**config.mk**
```make
export PLATFORM = sky130hd
export DESIGN_NAME = axis_tick_generator_core
export DESIGN_NICKNAME = d
export VERILOG_FILES = /design/src/rtl/atg_pkg.sv /design/src/rtl/axis_tick_generator_core.sv /design/src/rtl/atg_div.sv /design/src/rtl/atg_front.sv /design/src/rtl/atg_queue.sv /design/src/rtl/atg_back.sv
export SDC_FILE = /design/constraint.sdc
export NUM_CORES = 2
export LEC_CHECK = 0
export BUFFER_PORTS_ARGS = -buffer_cell sky130_fd_sc_hd__buf_2
export CORE_ASPECT_RATIO = 1.2
export CORE_MARGIN = 3
export CORE_UTILIZATION = 57
export CTS_BUF_LIST = sky130_fd_sc_hd__clkbuf_8
export DETAILED_ROUTE_END_ITERATION = 10
export GPL_TIMING_DRIVEN = 0
export PLACE_DENSITY = 0.85
export SYNTH_ARGS = -nofsm -noshare
export SYNTH_HDL_FRONTEND = slang
export SYNTH_SLANG_ARGS = --single-unit
```
**constraint.sdc**
```tcl
create_clock -name clk -period 23.6 [get_ports clk]
set_clock_uncertainty 0.1 [all_clocks]
set_input_delay 1.18 -clock clk [delete_from_list [all_inputs] [get_ports clk]]
set_output_delay 1.18 -clock clk [all_outputs]
set_load 0.03 [all_outputs]
```
**src/rtl/atg_pkg.sv**
```systemverilog
// Shared types, constants and helper functions of the axis tick generator.
package atg_pkg;

  localparam int VW = 32;
  localparam int SW = 34;
  localparam int XW = 37;
  localparam int WW = 40;
  localparam int MW = 45;
  localparam int IW = 3;
  localparam int EW = 4;
  localparam int CW = 5;

  localparam logic [IW-1:0] LAST_SLOT = 3'd7;
  localparam logic [SW-1:0] BASE_CAP  = 34'd1000000000;

  typedef struct packed {
    logic signed [VW-1:0] mn;
    logic signed [VW-1:0] mx;
    logic signed [VW-1:0] lo;
    logic signed [VW-1:0] hi;
    logic [SW-1:0]        step;
    logic signed [XW-1:0] x0;
    logic signed [EW-1:0] lex;
    logic                 eq;
  } job_t;

  typedef struct packed {
    logic signed [VW-1:0] value;
    logic [IW-1:0]        index;
    logic                 last;
    logic [SW-1:0]        step;
    logic signed [EW-1:0] lex;
  } word_t;

  typedef enum logic [3:0] {
    F_IDLE,
    F_PREP,
    F_LEX,
    F_SEARCH,
    F_PICK,
    F_DSTART,
    F_DWAIT,
    F_FIX,
    F_PUSH
  } front_state_t;

  typedef enum logic [1:0] {
    B_IDLE,
    B_FIRST,
    B_WALK,
    B_LAST
  } back_state_t;

  function automatic logic [VW-1:0] pow10(input logic [3:0] k);
    logic [VW-1:0] p;
    case (k)
      4'd1:    p = 32'd10;
      4'd2:    p = 32'd100;
      4'd3:    p = 32'd1000;
      4'd4:    p = 32'd10000;
      4'd5:    p = 32'd100000;
      4'd6:    p = 32'd1000000;
      4'd7:    p = 32'd10000000;
      4'd8:    p = 32'd100000000;
      4'd9:    p = 32'd1000000000;
      default: p = 32'd1;
    endcase
    return p;
  endfunction

  // The magnitude is compared against all powers of ten at once; the count
  // of those not above it is the decimal logarithm.
  function automatic logic signed [EW-1:0] legend_exp(input logic [VW-1:0] m);
    logic [3:0]           lg;
    logic signed [EW-1:0] e;
    lg = 4'd0;
    for (int k = 1; k <= 9; k++) begin
      if (m >= pow10(4'(k))) begin
        lg = lg + 4'd1;
      end
    end
    if (m == '0) begin
      e = 4'sd0;
    end else begin
      case (lg)
        4'd0:       e = -4'sd3;
        4'd7, 4'd8: e = 4'sd3;
        4'd9:       e = 4'sd6;
        default:    e = 4'sd0;
      endcase
    end
    return e;
  endfunction

endpackage

```
**src/rtl/axis_tick_generator_core.sv**
```systemverilog
// Axis tick generator top level: front end, request queue and tick walker.
//
// Each request (axis_min, axis_max in thousandths) yields one to eight words:
// axis_min first, then the multiples of a nice step (1, 2 or 5 times a power
// of ten, near a quarter of the span) lying inside the range and at least
// 0.67 step from both ends, then axis_max flagged as last; equal ends give a
// single word with a step of zero. Every word also carries the step and a
// legend exponent that is a multiple of three. The front end takes no new
// request until it has handed the last one over; in between it runs a
// power-of-ten search, waits on the 32-step bit-serial remainder unit that
// finds the first grid point and does setup and handover, while a request
// with equal ends skips the search and the remainder unit. It stalls while
// the queue is full. The back end takes a request from the queue, hands out
// the first word, walks the grid, where each point is handed out or skipped,
// leaves the walk and hands out the last word; it stalls while its output
// register holds a word that is not taken. A two-entry queue sits between them,
// so a new request is taken while the ticks of earlier ones are still going out.
module axis_tick_generator_core (
  input  logic                          clk,
  input  logic                          rst_n,
  input  logic                          push,
  output logic                          full,
  input  logic signed [atg_pkg::VW-1:0] in_axis_min,
  input  logic signed [atg_pkg::VW-1:0] in_axis_max,
  output logic                          empty,
  input  logic                          pop,
  output logic signed [atg_pkg::VW-1:0] out_tick_value,
  output logic [atg_pkg::IW-1:0]        out_tick_index,
  output logic                          out_is_last,
  output logic [atg_pkg::SW-1:0]        out_step_value,
  output logic signed [atg_pkg::EW-1:0] out_legend_exponent
);

  atg_pkg::job_t  fq_job, qb_job;
  atg_pkg::word_t word;
  logic           fq_push, fq_full;
  logic           qb_pop, qb_empty;

  atg_front u_front (
    .clk      (clk),
    .rst_n    (rst_n),
    .push     (push),
    .full     (full),
    .axis_min (in_axis_min),
    .axis_max (in_axis_max),
    .q_push   (fq_push),
    .q_job    (fq_job),
    .q_full   (fq_full)
  );

  atg_queue u_queue (
    .clk    (clk),
    .rst_n  (rst_n),
    .wr_en  (fq_push),
    .wr_job (fq_job),
    .full   (fq_full),
    .rd_en  (qb_pop),
    .rd_job (qb_job),
    .empty  (qb_empty)
  );

  atg_back u_back (
    .clk     (clk),
    .rst_n   (rst_n),
    .q_empty (qb_empty),
    .q_job   (qb_job),
    .q_pop   (qb_pop),
    .empty   (empty),
    .pop     (pop),
    .word    (word)
  );

  assign out_tick_value      = word.value;
  assign out_tick_index      = word.index;
  assign out_is_last         = word.last;
  assign out_step_value      = word.step;
  assign out_legend_exponent = word.lex;

endmodule

```
**src/rtl/atg_div.sv**
```systemverilog
// Bit-serial remainder unit: one restoring step per cycle over the dividend.
module atg_div (
  input  logic                   clk,
  input  logic                   rst_n,
  input  logic                   start,
  input  logic [atg_pkg::VW-1:0] dividend,
  input  logic [atg_pkg::SW-1:0] divisor,
  output logic                   done,
  output logic [atg_pkg::SW-1:0] rem
);

  logic                   busy_r;
  logic                   done_r;
  logic [atg_pkg::CW-1:0] cnt_r;
  logic [atg_pkg::VW-1:0] dvd_r;
  logic [atg_pkg::SW-1:0] dsr_r;
  logic [atg_pkg::SW-1:0] acc_r;
  logic [atg_pkg::SW:0]   trial;
  logic [atg_pkg::SW-1:0] acc_nxt;

  always_comb begin
    trial = {acc_r, dvd_r[atg_pkg::VW-1]};
    if (trial >= {1'b0, dsr_r}) begin
      acc_nxt = atg_pkg::SW'(trial - {1'b0, dsr_r});
    end else begin
      acc_nxt = trial[atg_pkg::SW-1:0];
    end
  end

  always_ff @(posedge clk) begin
    if (!rst_n) begin
      busy_r <= 1'b0;
      done_r <= 1'b0;
      cnt_r  <= '0;
    end else begin
      done_r <= 1'b0;
      if (start && !busy_r) begin
        busy_r <= 1'b1;
        cnt_r  <= '0;
      end else if (busy_r) begin
        cnt_r <= cnt_r + 1'b1;
        if (cnt_r == '1) begin
          busy_r <= 1'b0;
          done_r <= 1'b1;
        end
      end
    end
  end

  always_ff @(posedge clk) begin
    if (start && !busy_r) begin
      dvd_r <= dividend;
      dsr_r <= divisor;
      acc_r <= '0;
    end else if (busy_r) begin
      dvd_r <= {dvd_r[atg_pkg::VW-2:0], 1'b0};
      acc_r <= acc_nxt;
    end
  end

  assign done = done_r;
  assign rem  = acc_r;

endmodule

```
**src/rtl/atg_front.sv**
```systemverilog
// Front end: accepts an axis request and works out step, legend and first grid tick.
module atg_front (
  input  logic                          clk,
  input  logic                          rst_n,
  input  logic                          push,
  output logic                          full,
  input  logic signed [atg_pkg::VW-1:0] axis_min,
  input  logic signed [atg_pkg::VW-1:0] axis_max,
  output logic                          q_push,
  output atg_pkg::job_t                 q_job,
  input  logic                          q_full
);

  atg_pkg::front_state_t state_r, state_nxt;

  logic signed [atg_pkg::VW-1:0] mn_r, mx_r, lo_r, hi_r;
  logic [atg_pkg::VW-1:0]        r_r;
  logic [atg_pkg::VW-1:0]        m_r;
  logic                          eq_r;
  logic signed [atg_pkg::EW-1:0] lex_r;
  logic [atg_pkg::SW-1:0]        base_r;
  logic [atg_pkg::SW-1:0]        step_r;
  logic signed [atg_pkg::XW-1:0] x0_r;

  logic [atg_pkg::VW:0]   mn33, mx33, diff33, span33, amn33, amx33, alo33;
  logic [atg_pkg::WW-1:0] b40, r40, b40x40, b40x6, b40x12, b40x28;
  logic                   grow;
  logic [atg_pkg::SW-1:0] pick;
  logic                   div_start, div_done;
  logic [atg_pkg::SW-1:0] div_rem, fr;
  logic [atg_pkg::XW-1:0] x0_calc;

  always_comb begin
    mn33   = {mn_r[atg_pkg::VW-1], mn_r};
    mx33   = {mx_r[atg_pkg::VW-1], mx_r};
    diff33 = mx33 - mn33;
    span33 = diff33[atg_pkg::VW] ? (33'd0 - diff33) : diff33;
    amn33  = mn33[atg_pkg::VW] ? (33'd0 - mn33) : mn33;
    amx33  = mx33[atg_pkg::VW] ? (33'd0 - mx33) : mx33;
    alo33  = {lo_r[atg_pkg::VW-1], lo_r};
    if (alo33[atg_pkg::VW]) begin
      alo33 = 33'd0 - alo33;
    end
  end

  always_comb begin
    b40    = {{(atg_pkg::WW-atg_pkg::SW){1'b0}}, base_r};
    r40    = {{(atg_pkg::WW-atg_pkg::VW){1'b0}}, r_r};
    b40x40 = (b40 << 5) + (b40 << 3);
    b40x6  = (b40 << 2) + (b40 << 1);
    b40x12 = b40x6 << 1;
    b40x28 = (b40 << 5) - (b40 << 2);
    grow   = (base_r <= atg_pkg::BASE_CAP) && (b40x40 <= r40);
    if (r40 < b40x6) begin
      pick = base_r;
    end else if (r40 < b40x12) begin
      pick = base_r << 1;
    end else if (r40 < b40x28) begin
      pick = (base_r << 2) + base_r;
    end else begin
      pick = (base_r << 3) + (base_r << 1);
    end
  end

  // Floor remainder of the lower end: a negative value with a nonzero
  // magnitude remainder is pulled down to the next multiple below.
  always_comb begin
    if (lo_r[atg_pkg::VW-1]) begin
      fr = (div_rem == '0) ? '0 : (step_r - div_rem);
    end else begin
      fr = div_rem;
    end
    x0_calc = {{(atg_pkg::XW-atg_pkg::VW){lo_r[atg_pkg::VW-1]}}, lo_r}
            - {{(atg_pkg::XW-atg_pkg::SW){1'b0}}, fr}
            + {{(atg_pkg::XW-atg_pkg::SW){1'b0}}, step_r};
  end

  atg_div u_div (
    .clk      (clk),
    .rst_n    (rst_n),
    .start    (div_start),
    .dividend (alo33[atg_pkg::VW-1:0]),
    .divisor  (step_r),
    .done     (div_done),
    .rem      (div_rem)
  );

  always_ff @(posedge clk) begin
    if (!rst_n) begin
      state_r <= atg_pkg::F_IDLE;
    end else begin
      state_r <= state_nxt;
    end
  end

  always_comb begin
    state_nxt = state_r;
    full      = 1'b1;
    q_push    = 1'b0;
    div_start = 1'b0;
    case (state_r)
      atg_pkg::F_IDLE: begin
        full = 1'b0;
        if (push) begin
          state_nxt = atg_pkg::F_PREP;
        end
      end
      atg_pkg::F_PREP: begin
        state_nxt = atg_pkg::F_LEX;
      end
      atg_pkg::F_LEX: begin
        state_nxt = eq_r ? atg_pkg::F_PUSH : atg_pkg::F_SEARCH;
      end
      atg_pkg::F_SEARCH: begin
        if (!grow) begin
          state_nxt = atg_pkg::F_PICK;
        end
      end
      atg_pkg::F_PICK: begin
        state_nxt = atg_pkg::F_DSTART;
      end
      atg_pkg::F_DSTART: begin
        div_start = 1'b1;
        state_nxt = atg_pkg::F_DWAIT;
      end
      atg_pkg::F_DWAIT: begin
        if (div_done) begin
          state_nxt = atg_pkg::F_FIX;
        end
      end
      atg_pkg::F_FIX: begin
        state_nxt = atg_pkg::F_PUSH;
      end
      atg_pkg::F_PUSH: begin
        if (!q_full) begin
          q_push    = 1'b1;
          state_nxt = atg_pkg::F_IDLE;
        end
      end
      default: begin
        state_nxt = atg_pkg::F_IDLE;
      end
    endcase
  end

  always_ff @(posedge clk) begin
    case (state_r)
      atg_pkg::F_IDLE: begin
        if (push) begin
          mn_r <= axis_min;
          mx_r <= axis_max;
        end
      end
      atg_pkg::F_PREP: begin
        lo_r   <= (mn_r < mx_r) ? mn_r : mx_r;
        hi_r   <= (mn_r < mx_r) ? mx_r : mn_r;
        r_r    <= span33[atg_pkg::VW-1:0];
        m_r    <= (amn33 > amx33) ? amn33[atg_pkg::VW-1:0] : amx33[atg_pkg::VW-1:0];
        eq_r   <= (mn_r == mx_r);
        base_r <= atg_pkg::SW'(1);
      end
      atg_pkg::F_LEX: begin
        lex_r <= atg_pkg::legend_exp(m_r);
      end
      atg_pkg::F_SEARCH: begin
        if (grow) begin
          base_r <= (base_r << 3) + (base_r << 1);
        end
      end
      atg_pkg::F_PICK: begin
        step_r <= pick;
      end
      atg_pkg::F_FIX: begin
        x0_r <= x0_calc;
      end
      default: begin
      end
    endcase
  end

  always_comb begin
    q_job.mn   = mn_r;
    q_job.mx   = mx_r;
    q_job.lo   = lo_r;
    q_job.hi   = hi_r;
    q_job.step = eq_r ? '0 : step_r;
    q_job.x0   = x0_r;
    q_job.lex  = lex_r;
    q_job.eq   = eq_r;
  end

endmodule

```
**src/rtl/atg_queue.sv**
```systemverilog
// Two-entry queue of prepared requests between the front and back ends.
module atg_queue (
  input  logic          clk,
  input  logic          rst_n,
  input  logic          wr_en,
  input  atg_pkg::job_t wr_job,
  output logic          full,
  input  logic          rd_en,
  output atg_pkg::job_t rd_job,
  output logic          empty
);

  atg_pkg::job_t mem_r [2];
  logic          wp_r, rp_r;
  logic [1:0]    cnt_r;

  assign full   = (cnt_r == 2'd2);
  assign empty  = (cnt_r == 2'd0);
  assign rd_job = mem_r[rp_r];

  always_ff @(posedge clk) begin
    if (!rst_n) begin
      wp_r  <= 1'b0;
      rp_r  <= 1'b0;
      cnt_r <= 2'd0;
    end else begin
      if (wr_en) begin
        wp_r <= ~wp_r;
      end
      if (rd_en) begin
        rp_r <= ~rp_r;
      end
      if (wr_en && !rd_en) begin
        cnt_r <= cnt_r + 2'd1;
      end else if (rd_en && !wr_en) begin
        cnt_r <= cnt_r - 2'd1;
      end
    end
  end

  always_ff @(posedge clk) begin
    if (wr_en) begin
      mem_r[wp_r] <= wr_job;
    end
  end

endmodule

```
**src/rtl/atg_back.sv**
```systemverilog
// Back end: walks the grid of one request and hands out ticks through an output register.
module atg_back (
  input  logic          clk,
  input  logic          rst_n,
  input  logic          q_empty,
  input  atg_pkg::job_t q_job,
  output logic          q_pop,
  output logic          empty,
  input  logic          pop,
  output atg_pkg::word_t word
);

  atg_pkg::back_state_t state_r, state_nxt;

  atg_pkg::job_t                 job_r, job_nxt;
  logic signed [atg_pkg::XW-1:0] x_r, x_nxt;
  logic [atg_pkg::IW-1:0]        n_r, n_nxt;
  atg_pkg::word_t                word_r, word_nxt;
  logic                          valid_r;
  logic                          load;
  logic                          can_load;

  logic signed [atg_pkg::XW-1:0] lo_x, hi_x;
  logic signed [atg_pkg::MW-1:0] dl, dh, d45, dl100, dh100, lim;
  logic                          inrun, skip;

  assign can_load = !valid_r || pop;
  assign empty    = !valid_r;
  assign word     = word_r;

  // A grid point closer than 0.67 step to either end is dropped; the test
  // is done as 100 * distance against 67 * step.
  always_comb begin
    lo_x  = {{(atg_pkg::XW-atg_pkg::VW){job_r.lo[atg_pkg::VW-1]}}, job_r.lo};
    hi_x  = {{(atg_pkg::XW-atg_pkg::VW){job_r.hi[atg_pkg::VW-1]}}, job_r.hi};
    dl    = atg_pkg::MW'(x_r - lo_x);
    dh    = atg_pkg::MW'(hi_x - x_r);
    d45   = $signed({{(atg_pkg::MW-atg_pkg::SW){1'b0}}, job_r.step});
    dl100 = (dl <<< 6) + (dl <<< 5) + (dl <<< 2);
    dh100 = (dh <<< 6) + (dh <<< 5) + (dh <<< 2);
    lim   = (d45 <<< 6) + (d45 <<< 1) + d45;
    inrun = (x_r < hi_x) && (n_r != atg_pkg::LAST_SLOT);
    skip  = (dl100 < lim) || (dh100 < lim);
  end

  always_ff @(posedge clk) begin
    if (!rst_n) begin
      state_r <= atg_pkg::B_IDLE;
      valid_r <= 1'b0;
    end else begin
      state_r <= state_nxt;
      if (load) begin
        valid_r <= 1'b1;
      end else if (pop) begin
        valid_r <= 1'b0;
      end
    end
  end

  always_ff @(posedge clk) begin
    job_r <= job_nxt;
    x_r   <= x_nxt;
    n_r   <= n_nxt;
    if (load) begin
      word_r <= word_nxt;
    end
  end

  always_comb begin
    state_nxt      = state_r;
    job_nxt        = job_r;
    x_nxt          = x_r;
    n_nxt          = n_r;
    q_pop          = 1'b0;
    load           = 1'b0;
    word_nxt.value = job_r.mn;
    word_nxt.index = n_r;
    word_nxt.last  = 1'b0;
    word_nxt.step  = job_r.step;
    word_nxt.lex   = job_r.lex;
    case (state_r)
      atg_pkg::B_IDLE: begin
        if (!q_empty) begin
          q_pop     = 1'b1;
          job_nxt   = q_job;
          x_nxt     = q_job.x0;
          n_nxt     = '0;
          state_nxt = atg_pkg::B_FIRST;
        end
      end
      atg_pkg::B_FIRST: begin
        word_nxt.index = '0;
        word_nxt.last  = job_r.eq;
        if (can_load) begin
          load      = 1'b1;
          n_nxt     = atg_pkg::IW'(1);
          state_nxt = job_r.eq ? atg_pkg::B_IDLE : atg_pkg::B_WALK;
        end
      end
      atg_pkg::B_WALK: begin
        word_nxt.value = x_r[atg_pkg::VW-1:0];
        if (!inrun) begin
          state_nxt = atg_pkg::B_LAST;
        end else if (skip) begin
          x_nxt = x_r + {{(atg_pkg::XW-atg_pkg::SW){1'b0}}, job_r.step};
        end else if (can_load) begin
          load  = 1'b1;
          n_nxt = n_r + 1'b1;
          x_nxt = x_r + {{(atg_pkg::XW-atg_pkg::SW){1'b0}}, job_r.step};
        end
      end
      atg_pkg::B_LAST: begin
        word_nxt.value = job_r.mx;
        word_nxt.last  = 1'b1;
        if (can_load) begin
          load      = 1'b1;
          state_nxt = atg_pkg::B_IDLE;
        end
      end
      default: begin
        state_nxt = atg_pkg::B_IDLE;
      end
    endcase
  end

endmodule
```
# Word-level counts from Yosys, hierarchy flattened

Memories as Yosys holds them, arrays and structs flattened. A register that Yosys moved wholly into a read port is not among the register bits.
Cells that the tools add are included.
W data, S select, Z words.

$add $sub $neg: 35
Multiply operators: 0
Divide/modulo/power cells: 0
Order comparisons: 20
Equal/unequal tests: 31
Shifts and indexed selects: 0
Multiplexer cells: 93
Bitwise operators: 5
Reduce and logical (&&, ||, !) cells: 34

Operators by type and width:

| operator                | count |
|---|---|
| $mux W32                | 16 |
| $ge A32 B32 Y1          | 9 |
| $mux W34                | 8 |
| $add A45 B45 Y45        | 4 |
| $mux W37                | 4 |
| $lt A32 B40 Y1          | 3 |
| $lt A45 B45 Y1          | 2 |
| $mux W4                 | 22 |
| $add A37 B34 Y37        | 2 |
| $pmux W37 S2            | 1 |
| $add A34 B34 Y34        | 2 |
| $pmux W34 S2            | 1 |
| $sub A34 B34 Y34        | 2 |
| $mux W33                | 2 |
| $sub A1 B32 Y33 const A | 2 |
| $pmux W32 S2            | 1 |
| $sub A1 B32 Y32 const A | 2 |
| $add A45 B35 Y45        | 1 |
| $add A40 B35 Y41        | 1 |
| $add A39 B37 Y40        | 1 |
| $le A40 B32 Y1          | 1 |
| $sub A39 B36 Y40        | 1 |
| $sub A32 B37 Y38        | 1 |
| $sub A37 B32 Y38        | 1 |
| other kinds (48)        | 128 |

Register bits after elaboration: 701
Bits in latches: 0
Bits in writable memories: 408
ROM bits: 0
Bits of input ports: 68
Logic and storage cells: 256
Memories kept: 1

Memories:

| memory        | depth | width | rd ports | clocked after Yosys merged registers in | wr ports | line            | source |
|---|---|---|---|---|---|---|---|
| u_queue.mem_r | 2     | 204   | 1        | 1                                       | 1        | atg_queue.sv:13 | `atg_pkg::job_t mem_r [2];` |

# Logic depth before layout (Yosys ltp)

Depth in word-level cells: 32
Depth in mapped cells: 39
Mapped depth without buffers: 39

# Cells and area by module

Synthesis repeated with hierarchy kept, for this count alone.

Cells, all modules: 7227
Area, all modules: 77743.3 sq um

Modules (own cells, without submodules):

| module    | instances | cells each | area each (sq um) | seq. area each (sq um) |
|---|---|---|---|---|
| atg_front | 1         | 3426       | 30842.1           | 9148.8 |
| atg_back  | 1         | 2524       | 25165.4           | 8498.2 |
| atg_queue | 1         | 657        | 15600.0           | 12351.8 |
| atg_div   | 1         | 620        | 6135.9            | 2802.7 |

# Worst setup path before layout

OpenSTA, ideal clock, no wires.

Path kind: reg2reg
From: register u_front.state_r[3]
To: register u_queue.wp_r
Setup time: 0.146 ns
Data arrival time: 21.200 ns
Required time: 23.354 ns
Path slack: 2.154 ns
Cell stages (with the launch flop): 5
Buffers on the path: 1
Clock period less this slack: 21.446 ns
Path through: dfxtp_1 clkbuf_1 nand2_1 nor4_1 o21a_1

Cells in the longest elaborated chain, start to end: 2

RTL lines:

| what                   | line             | source |
|---|---|---|
| start, declared        | atg_front.sv:14  | `atg_pkg::front_state_t state_r, state_nxt;` |
| start signal, assigned | atg_front.sv:90  | `state_r <= atg_pkg::F_IDLE;` |
| start signal, assigned | atg_front.sv:92  | `state_r <= state_nxt;` |
| $eq A4 B4 Y1           | atg_front.sv:101 | `case (state_r)` |
| $mux W1                | atg_front.sv:101 |  |
| end signal, assigned   | atg_queue.sv:28  | `wp_r <= ~wp_r;` |
| end, declared          | atg_queue.sv:14  | `logic wp_r, rp_r;` |

Every way passes these cells.
A chain may end at the register's enable or synchronous reset.

# Final worst setup path

From: register u_back.x_r[1] in the netlist's numbering
To: register u_back.word_r, in the netlist u_back.word[35], enable pin

Cells in the longest elaborated chain, start to end: 8
Elaborated cells between the ends (all ways): 14
Those cells by class: add/sub: 6; order compare: 3; mux: 3; reduce/logical: 2

RTL lines:

| what                                                        | line                           | source |
|---|---|---|
| start, declared                                             | atg_back.sv:16                 | `logic signed [atg_pkg::XW-1:0] x_r, x_nxt;` |
| start signal, assigned                                      | atg_back.sv:62                 | `x_r <= x_nxt;` |
| $sub A37 B32 Y38 / $sub A32 B37 Y38 (equally long branches) | atg_back.sv:36, atg_back.sv:37 |  |
| $add A45 B45 Y45, on equally long branches (2 in a row)     | atg_back.sv:39, atg_back.sv:40 |  |
| $lt A45 B45 Y1                                              | atg_back.sv:43                 | `skip = (dl100 < lim) \|\| (dh100 < lim);` |
| $logic_or A1 B1 Y1                                          | atg_back.sv:43                 |  |
| $mux W1                                                     | atg_back.sv:104                | `end else if (skip) begin` |
| $mux W1 *                                                   | atg_back.sv:102                | `if (!inrun) begin` |
| $pmux W1 S2 *                                               | atg_back.sv:81                 | `case (state_r)` |
| named net u_back.load                                       | atg_back.sv:20                 | `logic load;` |
| end signal, assigned                                        | atg_back.sv:65                 | `word_r <= word_nxt;` |
| end, declared                                               | atg_back.sv:18                 | `atg_pkg::word_t word_r, word_nxt;` |

Mark *: on every way through the listed nets, which the timed path passes. The rest lies on a longest branch.

==> flow_summary_export.csv <==
group,metric,value,unit
clock_tree,clk_latency,0.91,ns
global_route,grt.overflow.total,0,
sta,whs,0.338,ns
sta,fmax,89.4,MHz
clock_tree,clkTransAtPathRegs,0.07,ns
drt,drc,0,
placed_design,gp_congestion,1.02,
global_route,grt_pass1_wl,345000,microns
synth,async_flop_share,0,%
clock_tree,cts-root-buf,"clkbuf_8",
drt,dr.pass1.iters,6,
hold_path,min_to,"u_queue.mem_r[0][4]$_DFFE_PP_",
worst_setup_path,worstRegToRegCells,35,
sta,period_share,47.4,%
die,core,0.134,sq mm
worst_setup_path,critPathSlowestCell,"nor4_1",
finish,nNetsFinal,8563,
finish,drive_gt1_share,9.14,%
worst_setup_path,worstSetupStartpointType,"register",
sta,slew_violations,0,
synth,syn_area_per_cell,10.6,sq um
clock_tree,h-tree-depth,4,
synth,syn-cell-area,0.0770,sq mm
die,io_pins,144,
sta,tns,0,ns
sta,fin_ws,12.42,ns
synth,yosys.area_share.simple,10.9,%
finish,syn2layout_area_growth,9.06,%
drt,route.vias.total,60600,
clock_tree,post_cts_resized,0,
sta,finalHoldViolCount,0,
synth,synth_compound_area_share,17.2,%
global_route,grt_pass1_vias,59500,
global_route,grt_max_degree,115,
outcome,status,"finished clean",
worst_setup_path,cp.required,24.05,ns
synth,ys_seq_area_share,42.6,%
die,start_util,57.5,%
drt,avgRoutedWirePerCell,24.0,microns
synth,synth_cell_types,97,
synth,synthFlopType,"edfxtp_1",
hold_path,hold_path_class,"register to register",
clock_tree,cts_tree,"yes",
global_route,antenna_found_initial,10,
hold_path,min_path_cells,0,
finish,final_util,62.7,%
synth,syn-instance-count,7269,
clock_tree,ctsHoldBuffers,0,
synth,yosys.area_share.adder,14.7,%
worst_setup_path,critPathArrivalTime,11.63,ns
global_route,groute.usage.overall,32.3,%
sta,tightestPinTransition,1.31,ns
worst_setup_path,r2r-end,"u_back.word[35]$_DFFE_PP_",
sta,setup_violations,0,
synth,synth_xor_area_share,6.91,%
placed_design,post-place-ws,12.63,ns
die,fp.dieArea,0.140,sq mm
finish,fillers,10300,
clock_tree,clk_path_buf_depth,3,
worst_setup_path,worst-setup-path-type,"register to register",
clock_tree,numCtsBuffers,170,
synth,synth_edf_count,1057,
drt,antenna_left,0,
hold_path,min_from,"u_front.lex_r[3]$_SDFFCE_PN0N_",
worst_setup_path,endpoint_kind,"register",
die,die_h,409,microns
sta,rsz0062_at_grt,"no",
worst_setup_path,max_stage_delay,1.01,ns
sta,slew_headroom,11.9,%
sta,period_minus_slack,11.18,ns
synth,synth_top_family_by_area,"compound AO/OA/AOI/OAI gates",
worst_setup_path,path_max_fanout,49,
placed_design,place_hpwl,176000,microns
run,maxCapViolations,0,
drt,routed_wl,230000,microns
clock_tree,post_cts_buffers,0,
synth,ys_warn_count,0,
synth,ys_ff_latch,1110,
worst_setup_path,timing.rr.start,"u_back.x_r[1]$_DFFE_PP_",
drt,drt-initial-drc-count,5598,
placed_design,io_buffers,142,
die,die_w,342,microns
worst_setup_path,cpMostUsedCell,"o21ai_0",
die,std_cell_rows,147,
clock_tree,clock-sinks,1110,
worst_setup_path,reg2reg_slack,12.42,ns
drt,viasPerCell,6.34,
synth,synth.area.mux_share,4.41,%
[kinds of logic (layout without fill, tap and decap cells)]
kind of cell	Yosys count	after routing
other	2	6
xor gates and xnor gates	597	597
DFF	1110	1110
and+or+nand+nor	1671	1671
muxes	314	314
buffers and inverters	685	1186
adders and majority gates	866	866
AOI/OAI and AO/OA	2024	2024
[how the worst max path moves through the flow]
stage / startpoint / endpoint / slack, ns / cells past startpoint
after global placement: u_front.state_r[2]$_SDFFE_PN0P_ / u_queue.wp_r$_SDFFE_PN0P_ / -8.83 / 5
after detailed placement: u_back.x_r[1]$_DFFE_PP_ / u_back.word[19]$_DFFE_PP_ / 12.63 / 35
after CTS: u_back.x_r[1]$_DFFE_PP_ / u_back.word[34]$_DFFE_PP_ / 12.49 / 35
final: u_back.x_r[1]$_DFFE_PP_ / u_back.word[35]$_DFFE_PP_ / 12.42 / 35
after global routing: u_back.x_r[1]$_DFFE_PP_ / u_back.word[35]$_DFFE_PP_ / 11.92 / 35
after floorplan: u_front.state_r[3]$_SDFFE_PN0P_ / u_queue.wp_r$_SDFFE_PN0P_ / 2.15 / 4
[cells in the final DEF, fill, tap and decap left out, drive strengths merged, types with 83 or more instances in the layout]
cell type and count:
a21o 318, a21oi 471, a22oi 86, buf 203, clkbuf 308, edfxtp 1057, ha 804, inv 583
mux2 202, mux2i 112, nand2 450, nand2b 109, nand3 121, nand4 83, nor2 350, nor2b 133
nor3 97, o21a 103, o21ai 471, xnor2 341, xor2 256
[cells in the mapped netlist (all sizes together) (16+ instances only)]
cell type / n / area, sq um
edfxtp: 1057 / 31700
ha: 804 / 10100
inv: 531 / 1990
a21oi: 471 / 2360
o21ai: 471 / 2360
nand2: 450 / 1690
nor2: 350 / 1320
xnor2: 341 / 3060
a21o: 318 / 2390
xor2: 256 / 2260
mux2: 202 / 2280
clkbuf: 136 / 510
nor2b: 133 / 840
nand3: 121 / 611
mux2i: 112 / 1120
nand2b: 109 / 682
o21a: 103 / 773
nor3: 97 / 485
a22oi: 86 / 646
nand4: 83 / 519
and2: 69 / 432
a211oi: 65 / 498
fa: 62 / 1240
o21bai: 59 / 443
a31oi: 56 / 350
dfxtp: 53 / 1060
and3: 50 / 313
o31ai: 50 / 375
or3: 46 / 288
nor4: 43 / 275
o211ai: 39 / 293
or4: 28 / 223
o41ai: 27 / 236
or2: 26 / 163
a21boi: 24 / 180
a211o: 18 / 158
a22o: 18 / 158
buf: 18 / 73.8
and4: 17 / 149
o221ai: 17 / 149
a31o: 16 / 149
o31a: 16 / 140
[cell type report]
| type | instances | area [sq um] | area share (%) |
|---|---|---|---|
| diodes | 2 | 5.00 | 0.00596 |
| plain buffers | 154 | 586 | 0.697 |
| clock buffers | 171 | 2350 | 2.80 |
| clock inverters | 144 | 1050 | 1.25 |
| inverters | 531 | 2000 | 2.38 |
| multi-input cells | 5476 | 41700 | 49.7 |
| flip-flops and latches | 1110 | 32800 | 39.1 |
| well taps | 1788 | 2240 | 2.66 |
| repair buffers | 186 | 1250 | 1.49 |
[layer usage]
layer,track usage [%],vias up,part of all wire [%]
li1,-,27900,-
met1,38.0,28800,36
met2,53.9,3052,47
met3,5.58,806,8.4
met4,22.0,6,8.1
met5,0,-,0.015
[worst max-delay path, delay by kind of cell (launching register included)]
| kind | cells | cell delay, ns |
|---|---|---|
| flops | 1 | 0.59 |
| buf+inv | 2 | 0.58 |
| compound gates | 19 | 4.59 |
| simple gates | 8 | 2.49 |
| xor+xnor | 2 | 0.69 |
| fa+ha+maj | 4 | 1.72 |
[metrics by stage]
stage               std cells  area [sq um]
floorplan                7271         77000
global placement         9201         80000
detailed placement       9244         80600
CTS                      9559         84000
global route             9561         84000
finish                   9562         84000
[state kept, by name (all words and copies together), names as in the netlist, 5 cells and up, named ones only]
name,cells
u_back.word,74
u_back.d45,34
u_front.u_div.rem,34
u_back.hi_x,32
u_front.m_r,32
u_back.x_r,37
u_front.step_r,34
u_front.mx_r,32
u_front.mn_r,32
u_front.r_r,32
u_front.u_div.dsr_r,34
u_front.x0_r,37
u_front.hi_r,32
u_front.base_r,34
u_queue.mem_r,408
u_front.u_div.dvd_r,32
u_back.job_r,101
u_front.u_div.cnt_r,5
u_front.lo_r,32
Power is not shown: default switching activity piles up to over one toggle a cycle in this logic, so the estimate is an artifact.
